<file path="src/sv/lod_pkg.sv">
`timescale 1ns / 1ps
// lod_pkg: shared constants for the loud onset detector
package lod_pkg;

	// configuration register map
	localparam int unsigned APB_ADDR_W = 3;
	localparam int unsigned APB_DATA_W = 32;
	localparam logic [0:0]  REG_LOUD_THRESHOLD = 1'b0;

	// fixed field widths
	localparam int unsigned THR_W       = 16;
	localparam int unsigned IDX_W       = 32;
	localparam int unsigned MAG_OUT_W   = 16;

	localparam logic [THR_W-1:0] THR_RESET = 16'd8192;

endpackage

</file>
<file path="src/sv/lod_sample_if.sv">
`timescale 1ns / 1ps
// lod_sample_if: input item channel carrying one audio sample
interface lod_sample_if #(
	parameter int SAMPLE_BITS = 16
) ();
	logic                          valid;
	logic                          ready;
	logic signed [SAMPLE_BITS-1:0] sample;

	modport source (output valid, output sample, input ready);
	modport sink   (input valid, input sample, output ready);
endinterface

</file>
<file path="src/sv/lod_onset_if.sv">
`timescale 1ns / 1ps
// lod_onset_if: result item channel carrying one onset report
interface lod_onset_if
	import lod_pkg::*;
();
	logic                 valid;
	logic                 ready;
	logic [IDX_W-1:0]     onset_index;
	logic [MAG_OUT_W-1:0] magnitude;

	modport source (output valid, output onset_index, output magnitude, input ready);
	modport sink   (input valid, input onset_index, input magnitude, output ready);
endinterface

</file>
<file path="src/sv/loud_onset_detector_core.sv">
`timescale 1ns / 1ps
// loud_onset_detector_core: running-mean threshold onset detector, top level
//
// One signed audio sample enters per item and at most one onset item leaves.
// The stream is split into windows of SEGMENT_LEN/2 samples; each segment of
// SEGMENT_LEN samples starts its running mean of absolute values from the sum
// of the window before it. A sample is loud when |mag - mean| exceeds
// loud_threshold, tested exactly as |mag*count - sum| > loud_threshold*count.
// Quiet samples feed the mean and clear the loud flag; the first loud sample
// after a quiet one reports its absolute index (first sample after reset is
// index 0, wrapping at 2^32) and its magnitude. After reset the block acts as
// if a full segment of quiet zero samples came before sample 0.
// Throughput is one sample per clock while the result register is free or
// draining: a sample is captured in an input register, and the mean update
// (two multiplies, a subtract and a compare) runs combinationally as it moves
// into the state and result registers. An onset item is presented once its
// sample has passed the input register and then the result register. A
// full result register only holds the pipe when its item is not being taken.
// loud_threshold lives at byte address 0 of the APB port and should only be
// written while the block is idle.
module loud_onset_detector_core
	import lod_pkg::*;
#(
	parameter int SEGMENT_LEN = 1024,
	parameter int SAMPLE_BITS = 16
) (
	input  logic                  clk,
	input  logic                  arst_n,

	lod_sample_if.sink            samples,
	lod_onset_if.source           onsets,

	input  logic                  psel,
	input  logic                  penable,
	input  logic                  pwrite,
	input  logic [APB_ADDR_W-1:0] paddr,
	input  logic [APB_DATA_W-1:0] pwdata,
	output logic [APB_DATA_W-1:0] prdata,
	output logic                  pready
);

	// derived sizes
	localparam int HALF_LEN = SEGMENT_LEN / 2;
	localparam int PH_W     = $clog2(SEGMENT_LEN);
	localparam int CNT_W    = $clog2(SEGMENT_LEN + HALF_LEN + 1);
	localparam int SUM_W    = $clog2(SEGMENT_LEN + HALF_LEN + 1) + SAMPLE_BITS;
	localparam int SEED_W   = $clog2(HALF_LEN + 1) + SAMPLE_BITS;
	localparam int PROD_W   = SAMPLE_BITS + CNT_W;
	localparam int THP_W    = THR_W + CNT_W;
	localparam int DW0      = (PROD_W > SUM_W) ? PROD_W : SUM_W;
	localparam int DW       = ((DW0 > THP_W) ? DW0 : THP_W) + 1;
	localparam int MW       = (SAMPLE_BITS > MAG_OUT_W) ? SAMPLE_BITS : MAG_OUT_W;

	// configuration
	logic [THR_W-1:0] loud_threshold_q;

	// input register
	logic                          valid_s1;
	logic signed [SAMPLE_BITS-1:0] sample_s1;

	// detector state
	logic [SUM_W-1:0]  segment_sum_q;
	logic [CNT_W-1:0]  segment_count_q;
	logic [SEED_W-1:0] seed_sum_q;
	logic              loud_flag_q;
	logic [PH_W-1:0]   segment_phase_q;
	logic [IDX_W-1:0]  sample_counter_q;

	// result register
	logic                 onset_valid_q;
	logic [IDX_W-1:0]     onset_index_q;
	logic [MAG_OUT_W-1:0] magnitude_q;

	// datapath
	logic                   proc;
	logic                   seg_start;
	logic [SAMPLE_BITS-1:0] mag;
	logic [MW-1:0]          mag_wide;
	logic [SUM_W-1:0]       sum_e;
	logic [CNT_W-1:0]       cnt_e;
	logic [SEED_W-1:0]      seed_e;
	logic [PROD_W-1:0]      prod;
	logic [THP_W-1:0]       thr_prod;
	logic [DW-1:0]          diff;
	logic [DW-1:0]          abs_diff;
	logic                   loud;
	logic                   onset;

	// apb: single register, no wait states
	assign pready = 1'b1;
	assign prdata = (paddr[2] == REG_LOUD_THRESHOLD)
		? {{(APB_DATA_W-THR_W){1'b0}}, loud_threshold_q} : '0;

	always_ff @(posedge clk or negedge arst_n) begin
		if (!arst_n) begin
			loud_threshold_q <= THR_RESET;
		end else if (psel && penable && pwrite && pready
				&& paddr[2] == REG_LOUD_THRESHOLD) begin
			loud_threshold_q <= pwdata[THR_W-1:0];
		end
	end

	// the captured sample moves on whenever the result slot is free or draining
	assign proc          = valid_s1 && (!onset_valid_q || onsets.ready);
	assign samples.ready = !valid_s1 || proc;

	always_ff @(posedge clk or negedge arst_n) begin
		if (!arst_n) begin
			valid_s1 <= 1'b0;
		end else if (samples.ready) begin
			valid_s1 <= samples.valid;
		end
	end

	always_ff @(posedge clk) begin
		if (samples.valid && samples.ready) begin
			sample_s1 <= samples.sample;
		end
	end

	// absolute value; the most negative code maps to 2^(SAMPLE_BITS-1)
	assign mag      = sample_s1[SAMPLE_BITS-1] ? (~sample_s1 + 1'b1) : sample_s1;
	assign mag_wide = MW'(mag);

	// a new segment takes the previous window as its seed
	assign seg_start = (segment_phase_q == '0);
	assign sum_e     = seg_start ? SUM_W'(seed_sum_q) : segment_sum_q;
	assign cnt_e     = seg_start ? CNT_W'(HALF_LEN) : segment_count_q;
	assign seed_e    = seg_start ? '0 : seed_sum_q;

	// exact test |mag*count - sum| > threshold*count
	assign prod     = PROD_W'(mag) * PROD_W'(cnt_e);
	assign thr_prod = THP_W'(loud_threshold_q) * THP_W'(cnt_e);
	assign diff     = DW'(prod) - DW'(sum_e);
	assign abs_diff = diff[DW-1] ? (~diff + 1'b1) : diff;
	assign loud     = abs_diff > DW'(thr_prod);
	assign onset    = loud && !loud_flag_q;

	always_ff @(posedge clk or negedge arst_n) begin
		if (!arst_n) begin
			segment_sum_q    <= '0;
			segment_count_q  <= CNT_W'(SEGMENT_LEN);
			seed_sum_q       <= '0;
			loud_flag_q      <= 1'b0;
			segment_phase_q  <= PH_W'(HALF_LEN);
			sample_counter_q <= '0;
		end else if (proc) begin
			// loud samples stay out of the mean
			if (loud) begin
				segment_sum_q   <= sum_e;
				segment_count_q <= cnt_e;
			end else begin
				segment_sum_q   <= sum_e + SUM_W'(mag);
				segment_count_q <= cnt_e + 1'b1;
			end
			// second half of every segment builds the next seed
			if (segment_phase_q >= PH_W'(HALF_LEN)) begin
				seed_sum_q <= seed_e + SEED_W'(mag);
			end else begin
				seed_sum_q <= seed_e;
			end
			loud_flag_q <= loud;
			if (segment_phase_q == PH_W'(SEGMENT_LEN - 1)) begin
				segment_phase_q <= '0;
			end else begin
				segment_phase_q <= segment_phase_q + 1'b1;
			end
			sample_counter_q <= sample_counter_q + 1'b1;
		end
	end

	// result register
	always_ff @(posedge clk or negedge arst_n) begin
		if (!arst_n) begin
			onset_valid_q <= 1'b0;
		end else if (proc && onset) begin
			onset_valid_q <= 1'b1;
		end else if (onsets.ready) begin
			onset_valid_q <= 1'b0;
		end
	end

	always_ff @(posedge clk) begin
		if (proc && onset) begin
			onset_index_q <= sample_counter_q;
			magnitude_q   <= mag_wide[MAG_OUT_W-1:0];
		end
	end

	assign onsets.valid       = onset_valid_q;
	assign onsets.onset_index = onset_index_q;
	assign onsets.magnitude   = magnitude_q;

`ifndef SYNTHESIS
	// the running count never drops below a seeded window
	a_count_floor: assert property (@(posedge clk) disable iff (!arst_n)
		segment_count_q >= CNT_W'(HALF_LEN))
		else $error("segment count below half segment");

	// phase stays inside the segment
	a_phase_range: assert property (@(posedge clk) disable iff (!arst_n)
		segment_phase_q <= PH_W'(SEGMENT_LEN - 1))
		else $error("segment phase out of range");

	// the input register is never overwritten while it holds an unprocessed item
	a_no_overrun: assert property (@(posedge clk) disable iff (!arst_n)
		(samples.valid && samples.ready && valid_s1) |-> proc)
		else $error("input register overrun");

	// every processed sample advances the index by one
	a_counter_step: assert property (@(posedge clk) disable iff (!arst_n)
		proc |=> (sample_counter_q == $past(sample_counter_q) + 1'b1))
		else $error("sample counter did not advance");

	// a fresh onset item comes only from a processed loud sample
	a_onset_source: assert property (@(posedge clk) disable iff (!arst_n)
		(proc && onset) |=> (onset_valid_q && loud_flag_q))
		else $error("onset not registered with loud flag");
`endif

endmodule

</file>
<file path="src/flat_wrapper.sv">
// flat-port wrapper written by rule: the top's interface ports become plain ports
module loud_onset_detector_core_flat import lod_pkg::*;
#(
	parameter int SEGMENT_LEN = 1024,
	parameter int SAMPLE_BITS = 16
)
  (clk, arst_n, psel, penable, pwrite, paddr, pwdata, prdata, pready, samples_valid, samples_sample, samples_ready, onsets_valid, onsets_onset_index, onsets_magnitude, onsets_ready);
  lod_sample_if #(.SAMPLE_BITS(SAMPLE_BITS)) samples_i ();
  lod_onset_if onsets_i ();
  input  logic clk;
  input  logic arst_n;
  input  logic psel;
  input  logic penable;
  input  logic pwrite;
  input  logic [APB_ADDR_W-1:0] paddr;
  input  logic [APB_DATA_W-1:0] pwdata;
  output logic [APB_DATA_W-1:0] prdata;
  output logic pready;
  input wire logic [$bits(samples_i.valid)-1:0] samples_valid;
  input wire logic [$bits(samples_i.sample)-1:0] samples_sample;
  output wire logic [$bits(samples_i.ready)-1:0] samples_ready;
  output wire logic [$bits(onsets_i.valid)-1:0] onsets_valid;
  output wire logic [$bits(onsets_i.onset_index)-1:0] onsets_onset_index;
  output wire logic [$bits(onsets_i.magnitude)-1:0] onsets_magnitude;
  input wire logic [$bits(onsets_i.ready)-1:0] onsets_ready;
  assign samples_i.valid = samples_valid;
  assign samples_i.sample = samples_sample;
  assign samples_ready = samples_i.ready;
  assign onsets_valid = onsets_i.valid;
  assign onsets_onset_index = onsets_i.onset_index;
  assign onsets_magnitude = onsets_i.magnitude;
  assign onsets_i.ready = onsets_ready;
  loud_onset_detector_core #(.SEGMENT_LEN(SEGMENT_LEN), .SAMPLE_BITS(SAMPLE_BITS)) u_core (.clk(clk), .arst_n(arst_n), .samples(samples_i), .onsets(onsets_i), .psel(psel), .penable(penable), .pwrite(pwrite), .paddr(paddr), .pwdata(pwdata), .prdata(prdata), .pready(pready));
endmodule
</file>
<file path="config.mk">
export PLATFORM = sky130hd
export DESIGN_NAME = loud_onset_detector_core_flat
export DESIGN_NICKNAME = d
export VERILOG_FILES = /design/src/sv/lod_pkg.sv /design/src/sv/lod_sample_if.sv /design/src/sv/lod_onset_if.sv /design/src/sv/loud_onset_detector_core.sv /design/src/flat_wrapper.sv
export SDC_FILE = /design/constraint.sdc
export NUM_CORES = 1
export LEC_CHECK = 0
export BUFFER_PORTS_ARGS = -buffer_cell sky130_fd_sc_hd__buf_2
export CORE_UTILIZATION = 35
export CTS_CLUSTER_SIZE = 30
export DETAILED_ROUTE_END_ITERATION = 16
export SYNTH_ARGS = -nofsm -noshare
export SYNTH_HDL_FRONTEND = slang
export SYNTH_SLANG_ARGS = --single-unit
</file>
<file path="constraint.sdc">
create_clock -name clk -period 12.4 [get_ports clk]
set_input_delay 0 -clock clk [delete_from_list [all_inputs] [get_ports clk]]
set_output_delay 0 -clock clk [all_outputs]
set_load 0.01 [all_outputs]
</file>
==> metrics.yaml, run 1 <==
worst_setup_path:
  worstSetupEndpointType: "flop"
  cell_at_the_slowest_stage_of_the_critical_path: "sky130_fd_sc_hd__a31oi_1"
  crit_type: "reg -> reg"
  cpPeakStageDelay_ns: 0.67
  timing.critical_path.required_ns: 12.50
  path_buf_inv: 5
  critPathLaunchType: "flop"
  critical_path_arrival_ns: 11.37
  critPathMostFrequentCell: "sky130_fd_sc_hd__fa_1"
  path_delay_family: "simple AND/OR/NAND/NOR gates"
  path_max_fanout: 35
yosys:
  synthArstFlopShare: 0.661
  ys.flop_type: "sky130_fd_sc_hd__dfrtp_1"
  synth_edf_count: 64
  avgSynthCellArea_um2: 9.08
  netlist_area_um2: 23600
  netlist_top_cells_area: "sky130_fd_sc_hd__fa_1 (23%), sky130_fd_sc_hd__dfrtp_1 (13%), sky130_fd_sc_hd__ha_1 (11%)"
  synth.ff_latch_count: 189
  most_frequently_used_cell_type_in_the_post_synthesis_netlist: "sky130_fd_sc_hd__nand2_1"
  yosys_warnings: 0
  synth_commonest_cells: "sky130_fd_sc_hd__nand2_1 (419), sky130_fd_sc_hd__inv_1 (348), sky130_fd_sc_hd__fa_1 (277)"
  synth-seq-area-share: 0.214
  post-synth-top-area-fraction: 0.235
  post_synth_num_cell_types: 93
  netlist.top_cell.by_area: "sky130_fd_sc_hd__fa_1"
  synthesis.instances: 2602
grt:
  grt.total_usage: 0.182
  grt_start_max_net_pins: 92
  global_route_wire_length_before_repair_um: 98700
  grt_pass1_vias: 18100
  grt_antenna_before_repair: 2
  overflow: 0
sta:
  clock-skew-final_ns: 0.0124
  worstMarginPinSlew_ns: 1.11
  slew_headroom: 0.259
  layout_worst_path_cycle_share: 0.909
  report.final.slew_viol_count: 0
  setup_violations: 0
  post_layout_min_period_ns: 11.27
  timing.final.hold_violations: 0
  tns_ns: 0
  grt_setup_unrepaired: "false"
  fmaxAchievable_ghz: 0.0887
layout:
  finalNetCount: 3237
  area.sequential_um2: 5050
  syn_to_final_growth_pct: 10.6
  drive_gt1_frac: 0.0955
  nFillCells: 6692
  multiInputGateArea_um2: 16700
detailed_routing:
  post_drt_wl_per_cell_um: 17.1
  route.detailed.drc: 0
  vias_per_cell: 5.14
  drt_first_iter_violations: 1179
  wirelength_um: 61200
  firstDrtPassIters: 5
  drtAntennaViolNets: 0
  vias: 18400
clock_network:
  clkLatencyLatePin_ns: 0.46
  clock_tree.buffer_depth: 2
  cts.reportedPaths.clkPinSlew_ns: 0.08
  cts-htree-levels: 4
  clk_root_buffer_cell: "sky130_fd_sc_hd__clkbuf_16"
  buffers_inserted_during_post_cts_setup_optimization: 0
  cts_inserted_buffers: 17
  clock_sinks: 189
  tritoncts_clock_tree: "yes"
die:
  die_w_um: 262
  rows: 94
  die-area_um2: 68600
  die_height_um: 262
  i_o_pin_count: 141
  start_util: 0.356
  placeableCoreArea_um2: 66300
placement:
  portBuffers: 105
  routabilityCongestion: 0.864
  post-dp-hpwl_um: 47900
worst_hold_path:
  holdCritPathClass: "in -> async"
job:
  cap_violations: 0
status:
  run_status: "finished clean"
-- worst register-to-register path, delay by kind of cell (launching register included) --
kind | cells | cell delay [ns]
AOI/OAI and AO/OA | 7 | 2.27
xor gates and xnor gates | 2 | 0.43
adders and majority gates | 7 | 3.25
buffers and inverters | 5 | 0.87
DFF | 1 | 0.65
and+or+nand+nor | 12 | 3.42
-- state kept, by name (all words and copies together), names as in the netlist --
| signal | count |
|---|---|
| u_core.seed_sum_q | 26 |
| u_core.onsets.magnitude | 16 |
| u_core.onsets.onset_index | 32 |
| u_core.sample_counter_q | 32 |
| u_core.loud_threshold_q | 16 |
| u_core.segment_count_q | 11 |
| u_core.segment_sum_q | 27 |
| u_core.valid_s1 | 1 |
| u_core.onsets.valid | 1 |
| u_core.loud_flag_q | 1 |
| u_core.segment_phase_q | 10 |
| u_core.sample_s1 | 16 |
-- logic make-up (layout without fill, tap and decap cells) --
family / count (synthesis) / count (layout) / synth area share
simple gates: 931 / 931 / 0.192
buf+inv: 483 / 579 / 0.0807
fa+ha+maj: 479 / 479 / 0.342
compound gates: 321 / 321 / 0.0947
flops: 189 / 189 / 0.214
xor+xnor: 155 / 155 / 0.0578
mux: 42 / 42 / 0.0187
other cells: 2 / 19 / 0.000318
-- path summary, 6_finish.rpt --
path	start	cells after the start	to	slack, ns
worst max-delay path	u_core.sample_s1[0]	33	u_core.onsets.onset_index[23]	1.13
worst min-delay path	arst_n	2	u_core.loud_threshold_q[1]	0.14
worst max register to register	u_core.sample_s1[0]	33	u_core.onsets.onset_index[23]	1.13
worst min register to register	u_core.sample_counter_q[28]	0	u_core.onsets.onset_index[28]	0.47
max in group asynchronous	arst_n	3	u_core.segment_sum_q[7]	11.08
min in group clk	samples_sample[10]	2	u_core.sample_s1[10]	0.25
-- metrics by stage --
step	hold slack, ns	instances	setup WS (ns)	util	area [um^2]
after floorplan	-0.296	2617	0.893	-	23700
after global placement	0.105	3509	0.902	0.379	25100
after detailed placement	0.0990	3509	0.798	0.379	25100
after CTS	0.173	3577	0.764	0.394	26100
after global routing	0.229	3577	0.473	0.394	26100
final	0.137	3579	1.13	0.394	26100
-- placed cells by master (no fill, tap or decap), drive strengths merged, types with 62 or more instances in the layout --
| cell | netlist | final |
|---|---|---|
| and2 | 69 | 69 |
| ha | 202 | 202 |
| xor2 | 66 | 66 |
| o21ai | 71 | 71 |
| edfxtp | 64 | 64 |
| buf | 30 | 159 |
| xnor2 | 89 | 89 |
| inv | 348 | 354 |
| a21oi | 81 | 81 |
| fa | 277 | 277 |
| nand3 | 62 | 62 |
| and3 | 93 | 93 |
| nor2 | 102 | 102 |
| nand2 | 419 | 419 |
| dfrtp | 122 | 122 |
-- routing by layer --
| layer | vias to the layer above | wire (um) | track usage |
|---|---|---|---|
| met3 | 57 | 3110 | 0.0251 |
| met4 | 0 | 896 | 0.0359 |
| met1 | 9114 | 28700 | 0.255 |
| met5 | - | 0 | 0 |
| met2 | 481 | 28500 | 0.298 |
| li1 | 8745 | - | - |
-- final cells by class --
type | count | share of cell area
antenna | 2 | 0.000191
sequential | 189 | 0.193
clock buffer | 19 | 0.0178
clock inverter | 13 | 0.00627
inverter | 352 | 0.0505
tap | 864 | 0.0413
timing repair buffer | 195 | 0.0501
multi-input combinational | 1945 | 0.641
-- repair_timing --
item / CTS / global route
resized for setup: 0 / 1
hold endpoints to repair: 113 / 0
setup endpoints to repair: 0 / 1
hold buffers: 36 / 0
Power of run 1 is not shown: default switching activity piles up to over one toggle a cycle in this logic, so the estimate is an artifact.
==> run 2, diff against run 1 <==
- PLACE_DENSITY: not set -> 0.59
==> run 2 against run 1 <==
  * Fmax decreased by 2.0%
  * Sequential cell count stayed put
  * Critical path depth unchanged
  * Sequential share of layout area about the same
  * Setup slack lost 0.23 ns
  * Largest cell class unchanged
  * Count of clock-buffer cells in the layout shrank 2
==> metrics.yaml, run 2 (synthesis results as in run 1) <==
grt:
  overflow: 0  # unchanged
  global_route_wire_length_before_repair_um: 102000  # +3.6%
  grt.total_usage: 0.188  # +0.00649
  grt_start_max_net_pins: 72  # -22%
  grt_pass1_vias: 18900  # +4.6%
  grt_antenna_before_repair: 1  # -1
placement:
  post-dp-hpwl_um: 50100  # +4.7%
  portBuffers: 105  # unchanged
  routabilityCongestion: 0.888  # +2.8%
die:
  start_util: 0.356  # unchanged
  rows: 94  # unchanged
  die_w_um: 262  # unchanged
  i_o_pin_count: 141  # unchanged
  die-area_um2: 68600  # unchanged
  die_height_um: 262  # unchanged
  placeableCoreArea_um2: 66300  # unchanged
detailed_routing:
  route.detailed.drc: 0  # unchanged
  wirelength_um: 63000  # +2.8%
  drtAntennaViolNets: 0  # unchanged
  drt_first_iter_violations: 1292  # +9.6%
  vias: 18600  # +0.97%
  post_drt_wl_per_cell_um: 17.6  # +3.1%
  firstDrtPassIters: 5  # unchanged
  vias_per_cell: 5.20  # +1.2%
worst_setup_path:
  critical_path_arrival_ns: 11.63  # +0.26 ns
  critPathMostFrequentCell: "sky130_fd_sc_hd__fa_1"
  path_max_fanout: 41  # +17%
  cell_at_the_slowest_stage_of_the_critical_path: "sky130_fd_sc_hd__a31oi_1"
  critPathLaunchType: "flop"
  crit_type: "reg -> reg"
  path_delay_family: "adder cells"
  worstSetupEndpointType: "flop"
  path_buf_inv: 5  # unchanged
  timing.critical_path.required_ns: 12.53  # +0.03 ns
  cpPeakStageDelay_ns: 0.71  # +0.04 ns
sta:
  report.final.slew_viol_count: 0  # unchanged
  clock-skew-final_ns: 0.0136  # +0.00120 ns
  fmaxAchievable_ghz: 0.0870  # -2.0%
  tns_ns: 0  # unchanged
  timing.final.hold_violations: 0  # unchanged
  worstMarginPinSlew_ns: 1.08  # -0.0271 ns
  grt_setup_unrepaired: "false"
  layout_worst_path_cycle_share: 0.927  # +0.0183
  slew_headroom: 0.277  # +0.0181
  post_layout_min_period_ns: 11.50  # +0.227 ns
  setup_violations: 0  # unchanged
worst_hold_path:
  holdCritPathClass: "in -> reg"
clock_network:
  cts_inserted_buffers: 17  # unchanged
  clk_root_buffer_cell: "sky130_fd_sc_hd__clkbuf_16"
  cts-htree-levels: 4  # unchanged
  clkLatencyLatePin_ns: 0.46  # about the same
  clock_tree.buffer_depth: 2  # unchanged
  clock_sinks: 189  # unchanged
  tritoncts_clock_tree: "yes"
  cts.reportedPaths.clkPinSlew_ns: 0.08  # about the same
status:
  run_status: "finished clean"
layout:
  finalNetCount: 3231  # -0.19%
  commonest_non_fill_non_tap_cells_in_the_layout: "sky130_fd_sc_hd__nand2_1 (418), sky130_fd_sc_hd__inv_1 (348), sky130_fd_sc_hd__fa_1 (277), sky130_fd_sc_hd__ha_1 (202), sky130_fd_sc_hd__dfrtp_1 (122)"
  n_antenna_cell: 0  # -2
  drive_gt1_frac: 0.0938  # -0.00164
  commonest_non_fill_non_tap_cell_in_the_layout: "sky130_fd_sc_hd__nand2_1"
  syn_to_final_growth_pct: 10.5
job:
  cap_violations: 0  # unchanged
[run 2: cell count changes in the layout (fill, tap and decap cells not counted), sizes merged]
| cell | before | now |
|---|---|---|
| buf | 159 | 154 |
| clkbuf | 19 | 17 |
| diode | 2 | 0 |
| bufinv | 0 | 1 |
| clkinv | 11 | 10 |
| clkinvlp | 0 | 1 |
| dlygate4sd3 | 36 | 35 |
| inv | 354 | 355 |
[run 2: what timing repair did]
item / 4_1_cts / 5_1_grt
buffers inserted: 0 / 0
hold buffers: 35 / 0
hold endpoints to repair: 103 / 0
resized for setup: 0 / 1
setup endpoints to repair: 0 / 41
[run 2: worst paths after layout]
kind | startpoint | endpoint | slack [ns] | cells past startpoint
setup / recovery | u_core.sample_s1[0] | u_core.onsets.onset_index[19] | 0.90 | 33
hold / removal | onsets_ready | u_core.onsets.valid | 0.07 | 3
setup reg to reg | u_core.sample_s1[0] | u_core.onsets.onset_index[19] | 0.90 | 33
hold reg to reg | u_core.sample_counter_q[28] | u_core.onsets.onset_index[28] | 0.46 | 0
max in group asynchronous | arst_n | u_core.segment_sum_q[3] | 11.03 | 3
min in group asynchronous | arst_n | u_core.loud_threshold_q[0] | 0.09 | 2
[run 2: area by class of cell]
class                      count  area (um^2)
multi-input combinational   1945        16700
clock inverter                15          216
fill                        6591        40200
timing repair buffer         189         1260
clock buffer                  17          425
tap                          864         1080
sequential                   189         5050
inverter                     352         1320
[run 2: worst register-to-register path, delay by kind of cell, from the launching register on]
kind            cells  cell delay, ns
compound gates     10            2.71
simple gates        8            2.50
flops               1            0.65
xor+xnor            3            1.23
fa+ha+maj           7            3.31
buf+inv             5            0.72
[run 2: layer usage]
layer	vias to the layer above	track usage	routed length (um)
li1	8727	-	-
met1	9269	0.256	28700
met2	517	0.319	30300
met3	62	0.0234	2860
met4	0	0.0413	1110
met5	-	0	0
[run 2: metrics by stage]
| step | hold slack (ns) | util | instances | instance area, um^2 | setup WS (ns) |
|---|---|---|---|---|---|
| 3_5_place_dp | 0.0521 | 0.379 | 3504 | 25100 | 0.563 |
| 6_report | 0.0725 | 0.394 | 3571 | 26100 | 0.900 |
| 3_3_place_gp | 0.0314 | 0.379 | 3504 | 25100 | 0.817 |
| 4_1_cts | 0.0654 | 0.393 | 3571 | 26100 | 0.511 |
| 5_1_grt | 0.0613 | 0.394 | 3571 | 26100 | 0.208 |
| 2_1_floorplan | -0.296 | - | 2617 | 23700 | 0.893 |
Power of run 2 is left out for the same reason.
